### src/hw/rtl/hcq_pkg.sv
// ----------------------------------------------------------------------------
// hcq_pkg: shared types and constants for the bisulfite hit QC filter
// Holds CIGAR and strand codes, the hit record that crosses from the front
// end to the back end, register indexes and default sizes.
// ----------------------------------------------------------------------------
package hcq_pkg;

    localparam int CIGAR_LEN_W    = 28;
    localparam int CIGAR_CODE_W   = 4;
    localparam int READ_LEN_W     = 24;
    localparam int MAPQ_W         = 8;
    localparam int STRAND_W       = 2;
    localparam int PCT_W          = 7;
    localparam int CFG_INDEX_W    = 2;
    localparam int CFG_DATA_W     = 7;

    localparam int S_TDATA_W      = 72;
    localparam int S_TUSER_W      = 2;
    localparam int M_TDATA_W      = 16;

    localparam int DEF_READ_LEN_BITS = 24;
    localparam int DEF_QUEUE_DEPTH   = 4;

    // Scale applied to the longest run before comparing with percent * length
    localparam int RUN_SCALE      = 100;

    localparam logic [CIGAR_CODE_W-1:0] CIGAR_MATCH = 4'd0;
    localparam logic [CIGAR_CODE_W-1:0] CIGAR_EQUAL = 4'd7;
    localparam logic [CIGAR_CODE_W-1:0] CIGAR_DIFF  = 4'd8;

    localparam logic [STRAND_W-1:0] STRAND_NONE = 2'd0;
    localparam logic [STRAND_W-1:0] STRAND_FWD  = 2'd1;
    localparam logic [STRAND_W-1:0] STRAND_REV  = 2'd2;

    localparam logic [CFG_INDEX_W-1:0] REG_FORCED_FAIL_STRAND = 2'd0;
    localparam logic [CFG_INDEX_W-1:0] REG_CHIMERA_CHECK_ON   = 2'd1;
    localparam logic [CFG_INDEX_W-1:0] REG_MIN_MATCH_PERCENT  = 2'd2;

    localparam logic [MAPQ_W-1:0] MAPQ_CLAMP = 8'd1;

    // One finished hit, as handed from the front end to the back end
    typedef struct packed {
        logic [CIGAR_LEN_W-1:0] longest_run;
        logic                   ops_seen;
        logic [STRAND_W-1:0]    strand;
        logic                   primary;
        logic [READ_LEN_W-1:0]  read_len;
        logic [MAPQ_W-1:0]      mapq;
        logic                   last_hit;
    } hcq_hit_t;

    function automatic logic is_match_op(input logic [CIGAR_CODE_W-1:0] code);
        return (code == CIGAR_MATCH) || (code == CIGAR_EQUAL) || (code == CIGAR_DIFF);
    endfunction

endpackage

### src/hw/rtl/bisulfite_hit_qc_filter.sv
// Throughput: one operation transaction per cycle while the queue is not full;
// one result per cycle downstream while m_tready accepts it.
// The rate is set by the run tracker in the front end and the
// two-stage product/compare pipe in the back end, coupled by a 4-entry queue.
// Reset: rst_n clears run tracking, queue, pipe and group accumulator at once;
// configuration returns to strand none, chimera test on, 44 percent.
// ----------------------------------------------------------------------------
// bisulfite_hit_qc_filter: top level
// Per-hit QC on a stream of CIGAR operations with forced-strand and chimera
// tests and a read-group failure flag.
// ----------------------------------------------------------------------------
module bisulfite_hit_qc_filter
    import hcq_pkg::*;
#(
    parameter int READ_LEN_BITS = DEF_READ_LEN_BITS,
    parameter int QUEUE_DEPTH   = DEF_QUEUE_DEPTH
)
(
    input  logic                   clk,
    input  logic                   rst_n,
    input  logic                   cfg_wr_en,
    input  logic [CFG_INDEX_W-1:0] cfg_index,
    input  logic [CFG_DATA_W-1:0]  cfg_wdata,
    input  logic                   s_tvalid,
    output logic                   s_tready,
    // cigar_code[3:0], cigar_len[31:4], contig_strand[33:32], is_primary[34],
    // read_len[58:35], mapq_in[66:59], zero[71:67]
    input  logic [S_TDATA_W-1:0]   s_tdata,
    // op_present[0], last_hit_of_group[1]
    input  logic [S_TUSER_W-1:0]   s_tuser,
    input  logic                   s_tlast,
    output logic                   m_tvalid,
    input  logic                   m_tready,
    // hit_failed[0], mapq_out[8:1], group_failed[9], zero[15:10]
    output logic [M_TDATA_W-1:0]   m_tdata,
    output logic                   m_tlast
);

    hcq_hit_t push_data;
    hcq_hit_t pop_data;
    logic     push;
    logic     pop;
    logic     full;
    logic     empty;

    hcq_front u_front
    (
        .clk      (clk),
        .rst_n    (rst_n),
        .s_tvalid (s_tvalid),
        .s_tready (s_tready),
        .s_tdata  (s_tdata),
        .s_tuser  (s_tuser),
        .s_tlast  (s_tlast),
        .q_full   (full),
        .q_push   (push),
        .q_data   (push_data)
    );

    hcq_queue #(
        .DEPTH (QUEUE_DEPTH)
    ) u_queue
    (
        .clk       (clk),
        .rst_n     (rst_n),
        .push      (push),
        .push_data (push_data),
        .pop       (pop),
        .pop_data  (pop_data),
        .full      (full),
        .empty     (empty)
    );

    hcq_back #(
        .READ_LEN_BITS (READ_LEN_BITS)
    ) u_back
    (
        .clk       (clk),
        .rst_n     (rst_n),
        .cfg_wr_en (cfg_wr_en),
        .cfg_index (cfg_index),
        .cfg_wdata (cfg_wdata),
        .q_empty   (empty),
        .q_data    (pop_data),
        .q_pop     (pop),
        .m_tvalid  (m_tvalid),
        .m_tready  (m_tready),
        .m_tdata   (m_tdata),
        .m_tlast   (m_tlast)
    );

endmodule

### src/hw/rtl/hcq_front.sv
// ----------------------------------------------------------------------------
// hcq_front: CIGAR operation intake
// Accepts operation transactions, keeps the longest M/=/X run of the hit
// and pushes one hit record into the queue on the hit's last operation.
// ----------------------------------------------------------------------------
module hcq_front
    import hcq_pkg::*;
(
    input  logic                    clk,
    input  logic                    rst_n,
    input  logic                    s_tvalid,
    output logic                    s_tready,
    input  logic [S_TDATA_W-1:0]    s_tdata,
    input  logic [S_TUSER_W-1:0]    s_tuser,
    input  logic                    s_tlast,
    input  logic                    q_full,
    output logic                    q_push,
    output hcq_hit_t                q_data
);

    logic [CIGAR_LEN_W-1:0]  run_reg;
    logic [CIGAR_LEN_W-1:0]  run_next;
    logic                    ops_reg;
    logic                    ops_next;

    logic                    accept;
    logic                    op_present;
    logic [CIGAR_CODE_W-1:0] cigar_code;
    logic [CIGAR_LEN_W-1:0]  cigar_len;
    logic [CIGAR_LEN_W-1:0]  run_now;
    logic                    ops_now;

    assign op_present = s_tuser[0];
    assign cigar_code = s_tdata[3:0];
    assign cigar_len  = s_tdata[31:4];

    assign s_tready = !q_full;
    assign accept   = s_tvalid && s_tready;

    always_comb
    begin
        run_now = run_reg;
        if (op_present && is_match_op(cigar_code) && (cigar_len > run_reg))
        begin
            run_now = cigar_len;
        end
        ops_now = ops_reg || op_present;
    end

    always_comb
    begin
        run_next = run_reg;
        ops_next = ops_reg;
        if (accept)
        begin
            // clear per-hit tracking at the hit's last operation
            run_next = s_tlast ? '0 : run_now;
            ops_next = s_tlast ? 1'b0 : ops_now;
        end
    end

    assign q_push               = accept && s_tlast;
    assign q_data.longest_run   = run_now;
    assign q_data.ops_seen      = ops_now;
    assign q_data.strand        = s_tdata[33:32];
    assign q_data.primary       = s_tdata[34];
    assign q_data.read_len      = s_tdata[58:35];
    assign q_data.mapq          = s_tdata[66:59];
    assign q_data.last_hit      = s_tuser[1];

    always_ff @(posedge clk or negedge rst_n)
    begin
        if (!rst_n)
        begin
            run_reg <= '0;
            ops_reg <= 1'b0;
        end
        else
        begin
            run_reg <= run_next;
            ops_reg <= ops_next;
        end
    end

endmodule

### src/hw/rtl/hcq_queue.sv
// ----------------------------------------------------------------------------
// hcq_queue: hit record queue
// Short first-in first-out store that decouples intake from judgment.
// ----------------------------------------------------------------------------
module hcq_queue
    import hcq_pkg::*;
#(
    parameter int DEPTH = DEF_QUEUE_DEPTH
)
(
    input  logic     clk,
    input  logic     rst_n,
    input  logic     push,
    input  hcq_hit_t push_data,
    input  logic     pop,
    output hcq_hit_t pop_data,
    output logic     full,
    output logic     empty
);

    localparam int PTR_W = (DEPTH > 1) ? $clog2(DEPTH) : 1;
    localparam int CNT_W = $clog2(DEPTH + 1);
    localparam logic [PTR_W-1:0] LAST_PTR = PTR_W'(DEPTH - 1);
    localparam logic [CNT_W-1:0] FULL_CNT = CNT_W'(DEPTH);

    hcq_hit_t             mem [DEPTH];
    logic [PTR_W-1:0]     wr_ptr_reg;
    logic [PTR_W-1:0]     wr_ptr_next;
    logic [PTR_W-1:0]     rd_ptr_reg;
    logic [PTR_W-1:0]     rd_ptr_next;
    logic [CNT_W-1:0]     count_reg;
    logic [CNT_W-1:0]     count_next;
    logic                 do_push;
    logic                 do_pop;

    assign full     = (count_reg == FULL_CNT);
    assign empty    = (count_reg == '0);
    assign do_push  = push && !full;
    assign do_pop   = pop && !empty;
    assign pop_data = mem[rd_ptr_reg];

    always_comb
    begin
        wr_ptr_next = wr_ptr_reg;
        rd_ptr_next = rd_ptr_reg;
        count_next  = count_reg;
        if (do_push)
        begin
            wr_ptr_next = (wr_ptr_reg == LAST_PTR) ? '0 : wr_ptr_reg + 1'b1;
        end
        if (do_pop)
        begin
            rd_ptr_next = (rd_ptr_reg == LAST_PTR) ? '0 : rd_ptr_reg + 1'b1;
        end
        case ({do_push, do_pop})
            2'b10:   count_next = count_reg + 1'b1;
            2'b01:   count_next = count_reg - 1'b1;
            default: count_next = count_reg;
        endcase
    end

    always_ff @(posedge clk)
    begin
        if (do_push)
        begin
            mem[wr_ptr_reg] <= push_data;
        end
    end

    always_ff @(posedge clk or negedge rst_n)
    begin
        if (!rst_n)
        begin
            wr_ptr_reg <= '0;
            rd_ptr_reg <= '0;
            count_reg  <= '0;
        end
        else
        begin
            wr_ptr_reg <= wr_ptr_next;
            rd_ptr_reg <= rd_ptr_next;
            count_reg  <= count_next;
        end
    end

endmodule

### src/hw/rtl/hcq_back.sv
// ----------------------------------------------------------------------------
// hcq_back: hit judgment
// Holds the configuration registers, forms the chimera products in one
// stage, compares and accumulates the group failure in the next, and drives
// the result stream from an output register.
// ----------------------------------------------------------------------------
module hcq_back
    import hcq_pkg::*;
#(
    parameter int READ_LEN_BITS = DEF_READ_LEN_BITS
)
(
    input  logic                   clk,
    input  logic                   rst_n,
    input  logic                   cfg_wr_en,
    input  logic [CFG_INDEX_W-1:0] cfg_index,
    input  logic [CFG_DATA_W-1:0]  cfg_wdata,
    input  logic                   q_empty,
    input  hcq_hit_t               q_data,
    output logic                   q_pop,
    output logic                   m_tvalid,
    input  logic                   m_tready,
    output logic [M_TDATA_W-1:0]   m_tdata,
    output logic                   m_tlast
);

    localparam int RL_W  = (READ_LEN_BITS < READ_LEN_W) ? READ_LEN_BITS : READ_LEN_W;
    localparam int LHS_W = CIGAR_LEN_W + PCT_W;
    localparam int RHS_W = RL_W + PCT_W;
    localparam int CMP_W = (LHS_W > RHS_W) ? LHS_W : RHS_W;

    // configuration
    logic [STRAND_W-1:0]  ffs_reg;
    logic                 chk_reg;
    logic [PCT_W-1:0]     pct_reg;

    // product stage
    logic                 a_valid_reg;
    logic                 a_valid_next;
    logic [LHS_W-1:0]     a_lhs_reg;
    logic [RHS_W-1:0]     a_rhs_reg;
    logic                 a_forced_reg;
    logic                 a_chim_en_reg;
    logic [MAPQ_W-1:0]    a_mapq_reg;
    logic                 a_last_reg;

    // output stage
    logic                 out_valid_reg;
    logic                 out_valid_next;
    logic                 out_failed_reg;
    logic [MAPQ_W-1:0]    out_mapq_reg;
    logic                 out_group_reg;
    logic                 out_last_reg;
    logic                 acc_reg;
    logic                 acc_next;

    logic                 out_free;
    logic                 a_free;
    logic                 a_move;
    logic [RL_W-1:0]      rlen;
    logic                 judged;
    logic                 forced;
    logic                 chim_en;
    logic                 chim_fail;
    logic                 failed;
    logic                 acc_now;
    logic [MAPQ_W-1:0]    mapq_res;

    assign out_free = !out_valid_reg || m_tready;
    assign a_move   = a_valid_reg && out_free;
    assign a_free   = !a_valid_reg || out_free;
    assign q_pop    = a_free && !q_empty;

    assign rlen    = q_data.read_len[RL_W-1:0];
    assign judged  = q_data.primary
                     && ((q_data.strand == STRAND_FWD) || (q_data.strand == STRAND_REV));
    assign forced  = judged && (ffs_reg != STRAND_NONE) && (ffs_reg == q_data.strand);
    assign chim_en = judged && chk_reg && q_data.ops_seen && (rlen != '0);

    assign chim_fail = a_chim_en_reg && (CMP_W'(a_lhs_reg) < CMP_W'(a_rhs_reg));
    assign failed    = a_forced_reg || chim_fail;
    assign mapq_res  = (chim_fail && (a_mapq_reg > MAPQ_CLAMP)) ? MAPQ_CLAMP : a_mapq_reg;
    assign acc_now   = acc_reg || failed;

    always_comb
    begin
        a_valid_next   = a_valid_reg;
        out_valid_next = out_valid_reg;
        acc_next       = acc_reg;
        if (a_free)
        begin
            a_valid_next = !q_empty;
        end
        if (out_free)
        begin
            out_valid_next = a_valid_reg;
        end
        if (a_move)
        begin
            // clear the group accumulator after the group's last hit
            acc_next = a_last_reg ? 1'b0 : acc_now;
        end
    end

    always_ff @(posedge clk)
    begin
        if (q_pop)
        begin
            a_lhs_reg     <= LHS_W'(q_data.longest_run) * LHS_W'(RUN_SCALE);
            a_rhs_reg     <= RHS_W'(pct_reg) * RHS_W'(rlen);
            a_forced_reg  <= forced;
            a_chim_en_reg <= chim_en;
            a_mapq_reg    <= q_data.mapq;
            a_last_reg    <= q_data.last_hit;
        end
        if (a_move)
        begin
            out_failed_reg <= failed;
            out_mapq_reg   <= mapq_res;
            out_group_reg  <= a_last_reg && acc_now;
            out_last_reg   <= a_last_reg;
        end
    end

    always_ff @(posedge clk or negedge rst_n)
    begin
        if (!rst_n)
        begin
            ffs_reg       <= STRAND_NONE;
            chk_reg       <= 1'b1;
            pct_reg       <= PCT_W'(44);
            a_valid_reg   <= 1'b0;
            out_valid_reg <= 1'b0;
            acc_reg       <= 1'b0;
        end
        else
        begin
            a_valid_reg   <= a_valid_next;
            out_valid_reg <= out_valid_next;
            acc_reg       <= acc_next;
            if (cfg_wr_en)
            begin
                case (cfg_index)
                    REG_FORCED_FAIL_STRAND: ffs_reg <= cfg_wdata[STRAND_W-1:0];
                    REG_CHIMERA_CHECK_ON:   chk_reg <= cfg_wdata[0];
                    REG_MIN_MATCH_PERCENT:  pct_reg <= cfg_wdata[PCT_W-1:0];
                    default:                ;
                endcase
            end
        end
    end

    assign m_tvalid = out_valid_reg;
    assign m_tlast  = out_last_reg;
    assign m_tdata  = {6'b0, out_group_reg, out_mapq_reg, out_failed_reg};

endmodule
### config.mk
export PLATFORM = sky130hd
export DESIGN_NAME = bisulfite_hit_qc_filter
export DESIGN_NICKNAME = d
export VERILOG_FILES = /design/src/hw/rtl/hcq_pkg.sv /design/src/hw/rtl/bisulfite_hit_qc_filter.sv /design/src/hw/rtl/hcq_front.sv /design/src/hw/rtl/hcq_queue.sv /design/src/hw/rtl/hcq_back.sv
export SDC_FILE = /design/constraint.sdc
export NUM_CORES = 1
export LEC_CHECK = 0
export BUFFER_PORTS_ARGS = -buffer_cell sky130_fd_sc_hd__clkbuf_2
export CORE_AREA = 2 2 200 202
export DETAILED_ROUTE_END_ITERATION = 12
export DIE_AREA = 0 0 202 204
export PLACE_DENSITY = 0.87
export SLEW_MARGIN = 0
export SYNTH_ARGS = -nofsm -noshare
export SYNTH_HDL_FRONTEND = slang
export SYNTH_SLANG_ARGS = --single-unit
### constraint.sdc
create_clock -name clk -period 6.78 [get_ports clk]
set_input_delay 0.678 -clock clk [delete_from_list [all_inputs] [get_ports clk]]
set_output_delay 0.678 -clock clk [all_outputs]
set_load 0.1 [all_outputs]
## Yosys cells after proc, flatten, opt, wreduce, memory -nomap -nowiden

Memory sizes are Yosys's and may differ from the RTL's.
Index checks and enable logic that the tools add are counted.
Widths: inputs -> output; s select.

| cells by class | value |
|---|---|
| reductions and logical operators | 38 |
| $mul | 2 |
| add/subtract/negate cells | 4 |
| $lt $le $gt $ge | 3 |
| mux-type cells | 9 |
| equal/unequal tests | 12 |

Operator list:

| kind | number |
|---|---|
| $mux 28 | 2 |
| $lt 35x31->1 | 1 |
| $mul 28x5->33 const B | 1 |
| $mul 7x24->31 | 1 |
| $gt 28x28->1 | 1 |
| $reduce_bool 24->1 | 1 |
| $logic_and 1x1->1 | 17 |
| $eq 2x2->1 const B | 5 |
| $gt 8x1->1 const B | 1 |
| $logic_or 1x1->1 | 8 |
| $eq 2x1->1 const B | 3 |
| $pmux 3 s2 | 1 |
| $reduce_and 2->1 | 3 |
| $add 2x1->2 const B | 2 |
| $eq 4x3->1 const B | 1 |
| $eq 4x4->1 const B | 1 |
| $logic_not 1->1 | 4 |
| $logic_not 4->1 | 1 |
| $mux 1 | 4 |
| $mux 2 | 2 |
| $reduce_bool 2->1 | 2 |
| $add 3x1->3 const B | 1 |
| $eq 3x3->1 const B | 1 |
| $logic_not 3->1 | 1 |
| 3 further kinds | 3 |

| storage, ports and cells | value |
|---|---|
| logic and storage cells | 90 |
| memories kept | 1 |
| output and inout port bits | 19 |
| bits in registers | 135 |
| input bits | 89 |
| bits in writable memories | 260 |

Memory list:

| memory | words | width | rd ports | clocked after Yosys merged registers in | write ports | line | text |
|---|---|---|---|---|---|---|---|
| u_queue.mem | 4 | 65 | 1 | 0 | 1 | hcq_queue.sv:26 | `hcq_hit_t mem [DEPTH];` |

## Depth between registers and ports, before layout

Gate-level depths: netlist of run 1.

| depth | value |
|---|---|
| depth in word-level cells | 7 |
| depth in mapped cells | 22 |
| depth with buffers taken out | 19 |

## Cells and area by module

From an unflattened synthesis of run 1, not the netlist that was laid out.

| unflattened totals | value |
|---|---|
| cell total of the unflattened synthesis | 1,887 |
| area, all modules | 24,803.8 um^2 |

Modules (own cells, without submodules):

| module | instances | sequential area each (um^2) | cells each | area each (um^2) |
|---|---|---|---|---|
| hcq_back | 1 | 2,912.8 | 1,260 | 12,390.6 |
| hcq_queue | 1 | 7,982.7 | 380 | 9,857.0 |
| hcq_front | 1 | 725.7 | 247 | 2,556.2 |

## Worst setup path before layout of run 1

Ideal clock, no wire load.

| path | value |
|---|---|
| path kind | reg2reg |
| from | register u_back.out_valid_reg, in the netlist u_back.m_tvalid |
| to | register u_queue.count_reg[2] |
| clock period less this slack | 6.350 ns |
| cell stages (with the launch flop) | 9 |
| arrival time | 6.271 ns |
| buffers on the path | 0 |
| library setup time | 0.079 ns |
| slack | 0.430 ns |
| required time | 6.701 ns |
| path through | dfrtp_1 -> nor2b_1 -> a21oi_1 -> ha_1 -> inv_1 -> fa_1 -> xor2_1 -> nor2_1 -> xor2_1 |

| between the ends | value |
|---|---|
| longest elaborated chain between the ends | 7 |
| elaborated cells between the ends (all ways) | 9 |
| classes of those cells | 2 x eq/ne; 1 x mux; 6 x reduce/logical |

RTL lines:

| element | line | text |
|---|---|---|
| start, declared | hcq_back.sv:48 | `logic out_valid_reg;` |
| start signal, assigned | hcq_back.sv:139 | `out_valid_reg <= out_valid_next;` |
| $logic_not 1->1 * | hcq_back.sv:69 | `assign out_free = !out_valid_reg \|\| m_tready;` |
| $logic_or 1x1->1 * | hcq_back.sv:69 |  |
| $logic_or 1x1->1 * | hcq_back.sv:71 | `assign a_free = !a_valid_reg \|\| out_free;` |
| $logic_and 1x1->1 * | hcq_back.sv:72 | `assign q_pop = a_free && !q_empty;` |
| net pop | bisulfite_hit_qc_filter.sv:42 | `logic pop;` |
| $logic_and 1x1->1 * | hcq_queue.sv:39 | `assign do_pop = pop && !empty;` |
| $eq 2x1->1 or $eq 2x2->1 (tied branches) | hcq_queue.sv:55 | `case ({do_push, do_pop})` |
| $pmux 3 s2 or $reduce_bool 2->1 (tied branches) | - |  |
| end signal, assigned | hcq_queue.sv:82 | `count_reg <= count_next;` |
| end, declared | hcq_queue.sv:31 | `logic [CNT_W-1:0] count_reg;` |

Mark *: on every way through the listed nets, which the timed path passes. The rest lies on a longest branch.
A chain may end at the register's enable or synchronous reset.

## Worst setup path after layout of run 1

| path | value |
|---|---|
| from | register u_queue.rd_ptr_reg[0] |
| to | register u_back.a_rhs_reg[27], data pin |

| between the ends | value |
|---|---|
| longest elaborated chain between the ends | 2 |

RTL lines:

| element | line | text |
|---|---|---|
| start, declared | hcq_queue.sv:29 | `logic [PTR_W-1:0] rd_ptr_reg;` |
| start signal, assigned | hcq_queue.sv:81 | `rd_ptr_reg <= rd_ptr_next;` |
| $mem_v2 4x65 | - |  |
| $mul 7x24->31 | hcq_back.sv:110 | `a_rhs_reg <= RHS_W'(pct_reg) * RHS_W'(rlen);` |
| end signal, assigned | hcq_back.sv:110 |  |
| end, declared | hcq_back.sv:41 | `logic [RHS_W-1:0] a_rhs_reg;` |

No other way between the ends.

==> impl_metrics.csv, run 1 <==
group,metric,value,unit
synth,synth.top_cell.area_share,42.7,%
floorplan,num_rows,73,
global_route,grt_max_degree,79,
clocking,numCtsBuffers,39,
clocking,clock_sinks,395,
synth,syn_inst,1889,
detailed_routing,drt-total-wl,53200,microns
global_route,grt_antenna_before_repair,1,
placed_design,dp_slack,0.505,ns
synth,synth-edff-count,346,
placed_design,place_area,25300,sq um
synth,async_reset_ff_share,12.4,%
placed_design,place_congestion,0.883,
clocking,clk_latency,0.56,ns
timing,skew,0.0165,ns
timing,finalCritPeriodShare,93.7,%
clocking,cts.htree.levels,2,
cells_and_area,area_growth,9.44,%
floorplan,io_pins,108,
clocking,cts_setup_buffers,0,
clocking,cts_buffer_depth,3,
placed_design,place_hpwl,35600,microns
timing,fmax,157,MHz
synth,synth_area_leaders,"edfxtp_1, fa_1, ha_1, mux4_2, dfrtp_1",
cells_and_area,largest_reg_flops,260,
synth,synth_ff_type,"edfxtp_1",
detailed_routing,vias,15466,
synth,synth_seq_cells,395,
timing,final-hold-violation-count,0,
placed_design,portBuffers,96,
flow_run,cap_violations,0,
clocking,path_clk_slew,0.06,ns
worst_setup_path,worstSetupEndpointType,"flop",
cells_and_area,n_fill_cell,2428,
floorplan,initial_core_util,62.1,%
synth,synth_area_leader_cell,"edfxtp_1",
cells_and_area,multi_input_area,11400,sq um
global_route,grt.total_usage,26.8,%
cells_and_area,fin_area,26600,sq um
clocking,cts_hold_buf,0,
clocking,ctsResizeCount,0,
detailed_routing,post_drt_wl_per_cell,20.9,microns
clocking,cts_root_buf,"clkbuf_16",
cells_and_area,register_area,11600,sq um
worst_setup_path,arrival,6.66,ns
timing,postLayoutSetupSlackWorst,0.424,ns
synth,synthTopCellsByCount,"edfxtp_1, inv_1, ha_1, fa_1, and2_1",
timing,rsz0062_at_grt,"no",
synth,syn_avg_cell_area,12.9,sq um
floorplan,fp.dieW,202,microns
detailed_routing,vias_per_cell,6.08,
synth,synth_area,24300,sq um
hold_path,hold_path_class,"input port to async pin",
detailed_routing,drc,0,
detailed_routing,drt-pass1-iter-count,5,
cells_and_area,nets,2409,
synth,yosysWarnings,0,
timing,finalCriticalPeriod,6.36,ns
run_status,run_status,"finished, final reports clean",
synth,post_synth_num_cell_types,80,
floorplan,die_height,204,microns
detailed_routing,first_iter_violations,1277,
synth,yosysMostFrequentCell,"edfxtp_1",
synth,seq_area_frac_synth,47.7,%
floorplan,core,39200,sq um
timing,slew_violations,0,
global_route,grt_pass1_wl,86300,microns
global_route,grt_pass1_vias,16414,
worst_setup_path,criticalPathCategory,"flop to flop",
global_route,grt.overflow.total,0,
cells_and_area,antenna_cells,0,
worst_setup_path,crit_path_start_kind,"flop",
worst_setup_path,crit_fanout,21,
clocking,cts_tree,"done",
timing,relSlewSlack,24.8,%
cells_and_area,drive_gt1_share,14.0,%
timing,setup_viol,0,
detailed_routing,ant_nets,0,
worst_setup_path,crit_required,7.08,ns
timing,worst_hold_slack,0.261,ns
floorplan,die-area,41200,sq um
timing,setup_tns,0,ns
timing,tightest_slew,1.12,ns
cells in the final DEF (no fill, tap or decap), types with 14 or more instances in the layout:
cell,count
nor3_1,20
and2_1,130
a21o_1,38
o21ai_0,41
mux4_2,65
edfxtp_1,346
ha_1,201
fa_1,133
nand2_1,113
a22o_1,18
dfrtp_1,43
nand3_1,14
xnor2_1,37
mux2_2,14
xor2_1,15
a21oi_1,64
nand4_1,15
clkbuf_2,96
inv_1,292
nor2_1,39
clkbuf_16,40
nand2b_1,16
cell families after synthesis:
group	Yosys count	synth area share, %
other cells	1	0.0154
flops	395	47.7
buf+inv	348	5.63
compound gates	263	7.43
mux	83	6.83
xor+xnor	52	1.87
fa+ha+maj	334	21.3
simple gates	413	9.21
stage by stage:
step | utilization, % | instances
finish | 68.0 | 2542
global route | 68.0 | 2542
detailed placement | 64.7 | 2470
CTS | 68.0 | 2542
global placement | 64.7 | 2470
floorplan | - | 1894
critical path: stages, from the launching register on:
cell      delay, ns
dfrtp_4        0.69
mux4_2         0.68
and2_1         0.23
fa_1           0.53
inv_1          0.05
fa_1           0.48
inv_1          0.06
fa_1           0.53
inv_1          0.06
fa_1           0.53
inv_1          0.06
ha_1           0.34
or3_2          0.13
o21ai_0        0.14
o41ai_2        0.38
a211oi_2       0.19
o31ai_4        0.40
nand4_1        0.15
a221o_1        0.35
xnor2_1        0.12
final timing paths:
kind | startpoint | to | slack (ns) | depth (start not counted)
worst max-delay path | u_queue.rd_ptr_reg[0] | u_back.a_rhs_reg[27] | 0.42 | 19
worst min-delay path | rst_n | u_front.run_reg[25] | 0.26 | 2
worst max register to register | u_queue.rd_ptr_reg[0] | u_back.a_rhs_reg[27] | 0.42 | 19
worst min register to register | u_front.run_reg[13] | u_front.run_reg[13] | 0.50 | 1
max in group asynchronous | rst_n | u_queue.rd_ptr_reg[0] | 5.96 | 2
min in group clk | s_tdata[60] | u_queue.mem[2][2] | 0.34 | 1
per-layer routing:
metal,part of all wire (%),GRT usage (%)
met5,0.024,0
met4,3.8,11.3
met3,7.0,3.87
met2,51,47.1
met1,38,33.5
cell type report:
class	instances	area share, %
clock buffer	49	3.92
multi-input combinational	1151	42.8
sequential	395	43.6
tap	525	2.47
clock inverter	23	0.963
timing repair buffer	107	2.11
inverter	292	4.11
Power of run 1 is not shown: default switching activity piles up to over one toggle a cycle in this logic, so the estimate is an artifact.
==> inputs of run 2 (changes only) <==
RECOVER_POWER = 100   (was default)
==> impl_metrics.csv, run 2 (synthesized netlist as in run 1, its figures left out) <==
group,metric,value,unit
run_status,violations,"max-capacitance violations, max-slew violations",
flow_run,cap_violations,10,
clocking,path_clk_slew,0.06,ns
detailed_routing,vias,15519,
clocking,cts_hold_buf,0,
cells_and_area,n_fill_cell,2481,
clocking,clk_latency,0.56,ns
clocking,clock_sinks,395,
global_route,grt_pass1_vias,16414,
cells_and_area,layout_common_cells,"edfxtp_1, inv_1, ha_1",
global_route,grt_max_degree,79,
worst_setup_path,arrival,6.67,ns
floorplan,num_rows,73,
timing,setup_viol,0,
worst_setup_path,crit_required,7.08,ns
timing,relSlewSlack,-195,%
timing,rsz0062_at_grt,"no",
clocking,cts_root_buf,"clkbuf_16",
detailed_routing,ant_nets,0,
floorplan,core,39200,sq um
clocking,cts_tree,"done",
clocking,cts_buffer_depth,3,
global_route,grt.total_usage,26.8,%
timing,tightest_slew,4.42,ns
clocking,ctsResizeCount,0,
placed_design,portBuffers,96,
timing,slew_violations,453,
placed_design,place_congestion,0.883,
global_route,grt_pass1_wl,86300,microns
clocking,numCtsBuffers,39,
timing,finalCriticalPeriod,6.37,ns
cells_and_area,drive_gt1_share,10.8,%
timing,fmax,157,MHz
cells_and_area,largest_reg_flops,260,
run_status,run_status,"complete, but fails checks",
worst_setup_path,criticalPathCategory,"flop to flop",
floorplan,die_height,204,microns
cells_and_area,nets,2409,
worst_setup_path,crit_path_start_kind,"flop",
floorplan,die-area,41200,sq um
worst_setup_path,crit_fanout,21,
cells_and_area,area_growth,8.97,%
placed_design,place_hpwl,35600,microns
worst_setup_path,worstSetupEndpointType,"flop",
cells_and_area,mostFrequentLayoutCell,"edfxtp_1",
detailed_routing,drt-total-wl,53300,microns
timing,final-hold-violation-count,0,
floorplan,initial_core_util,62.1,%
detailed_routing,first_iter_violations,1291,
floorplan,fp.dieW,202,microns
detailed_routing,drt-pass1-iter-count,5,
detailed_routing,drc,0,
cells_and_area,antenna_cells,0,
timing,finalCritPeriodShare,94.0,%
timing,setup_tns,0,ns
timing,skew,0.0155,ns
detailed_routing,post_drt_wl_per_cell,21.0,microns
detailed_routing,vias_per_cell,6.11,
clocking,cts_setup_buffers,0,
clocking,cts.htree.levels,2,
global_route,grt.overflow.total,0,
global_route,grt_antenna_before_repair,1,
hold_path,hold_path_class,"input port to flop",
floorplan,io_pins,108,
-- run 2: changes by cell type in the layout (fill, tap and decap cells not counted), sizes merged --
cell    delta
buf        -6
clkbuf     +6
-- run 2: per-layer routing --
layer	vias up	track usage (%)	wire length, microns
met3	164	3.87	4110
li1	6859	-	-
met2	817	47.1	27200
met4	2	11.3	2050
met1	7677	33.5	19900
met5	-	0	13
-- run 2: critical path: stages (launching register included) --
cell and delay [ns]:
dfrtp_4 0.69, mux4_2 0.69, and2_0 0.23, fa_1 0.53, inv_1 0.05, fa_1 0.48, inv_1 0.06, fa_1 0.53
inv_1 0.06, fa_1 0.53, inv_1 0.06, ha_1 0.35, or3_2 0.13, o21ai_0 0.14, o41ai_2 0.38, a211oi_2 0.19
o31ai_4 0.40, nand4_1 0.15, a221o_1 0.35, xnor2_1 0.12
-- run 2: layout make-up --
class / instances / area [sq um] / share of cell area (%)
multi-input cells: 1151 / 11400 / 42.8
repair buffers: 107 / 478 / 1.80
flip-flops and latches: 395 / 11600 / 43.8
clock buffers: 49 / 1040 / 3.94
clock inverters: 23 / 256 / 0.967
well taps: 525 / 657 / 2.48
inverters: 292 / 1100 / 4.13
-- run 2: through the flow --
stage          hold slack, ns  instance area, sq um  std cells  worst slack (ns)  util, %
2_1_floorplan           0.382                 24400       1894             0.430        -
3_3_place_gp            0.480                 25300       2470             0.599     64.7
3_5_place_dp            0.483                 25300       2470             0.505     64.7
4_1_cts                 0.262                 26600       2542             0.419     68.0
5_1_grt                 0.366                 26500       2542            0.0950     67.7
6_report                0.366                 26500       2542             0.407     67.7
-- run 2: worst paths after layout --
kind / start / endpoint / slack [ns] / cells past startpoint
max reg2reg: u_queue.rd_ptr_reg[0] / u_back.a_rhs_reg[27] / 0.41 / 19
min reg2reg: u_queue.count_reg[2] / u_queue.count_reg[2] / 0.50 / 1
min in group asynchronous: rst_n / u_front.run_reg[22] / 1.22 / 2
max: u_queue.rd_ptr_reg[0] / u_back.a_rhs_reg[27] / 0.41 / 19
max in group asynchronous: rst_n / u_queue.rd_ptr_reg[0] / 3.39 / 2
min: cfg_wdata[3] / u_back.pct_reg[3] / 0.37 / 2
Power of run 2 is left out for the same reason.
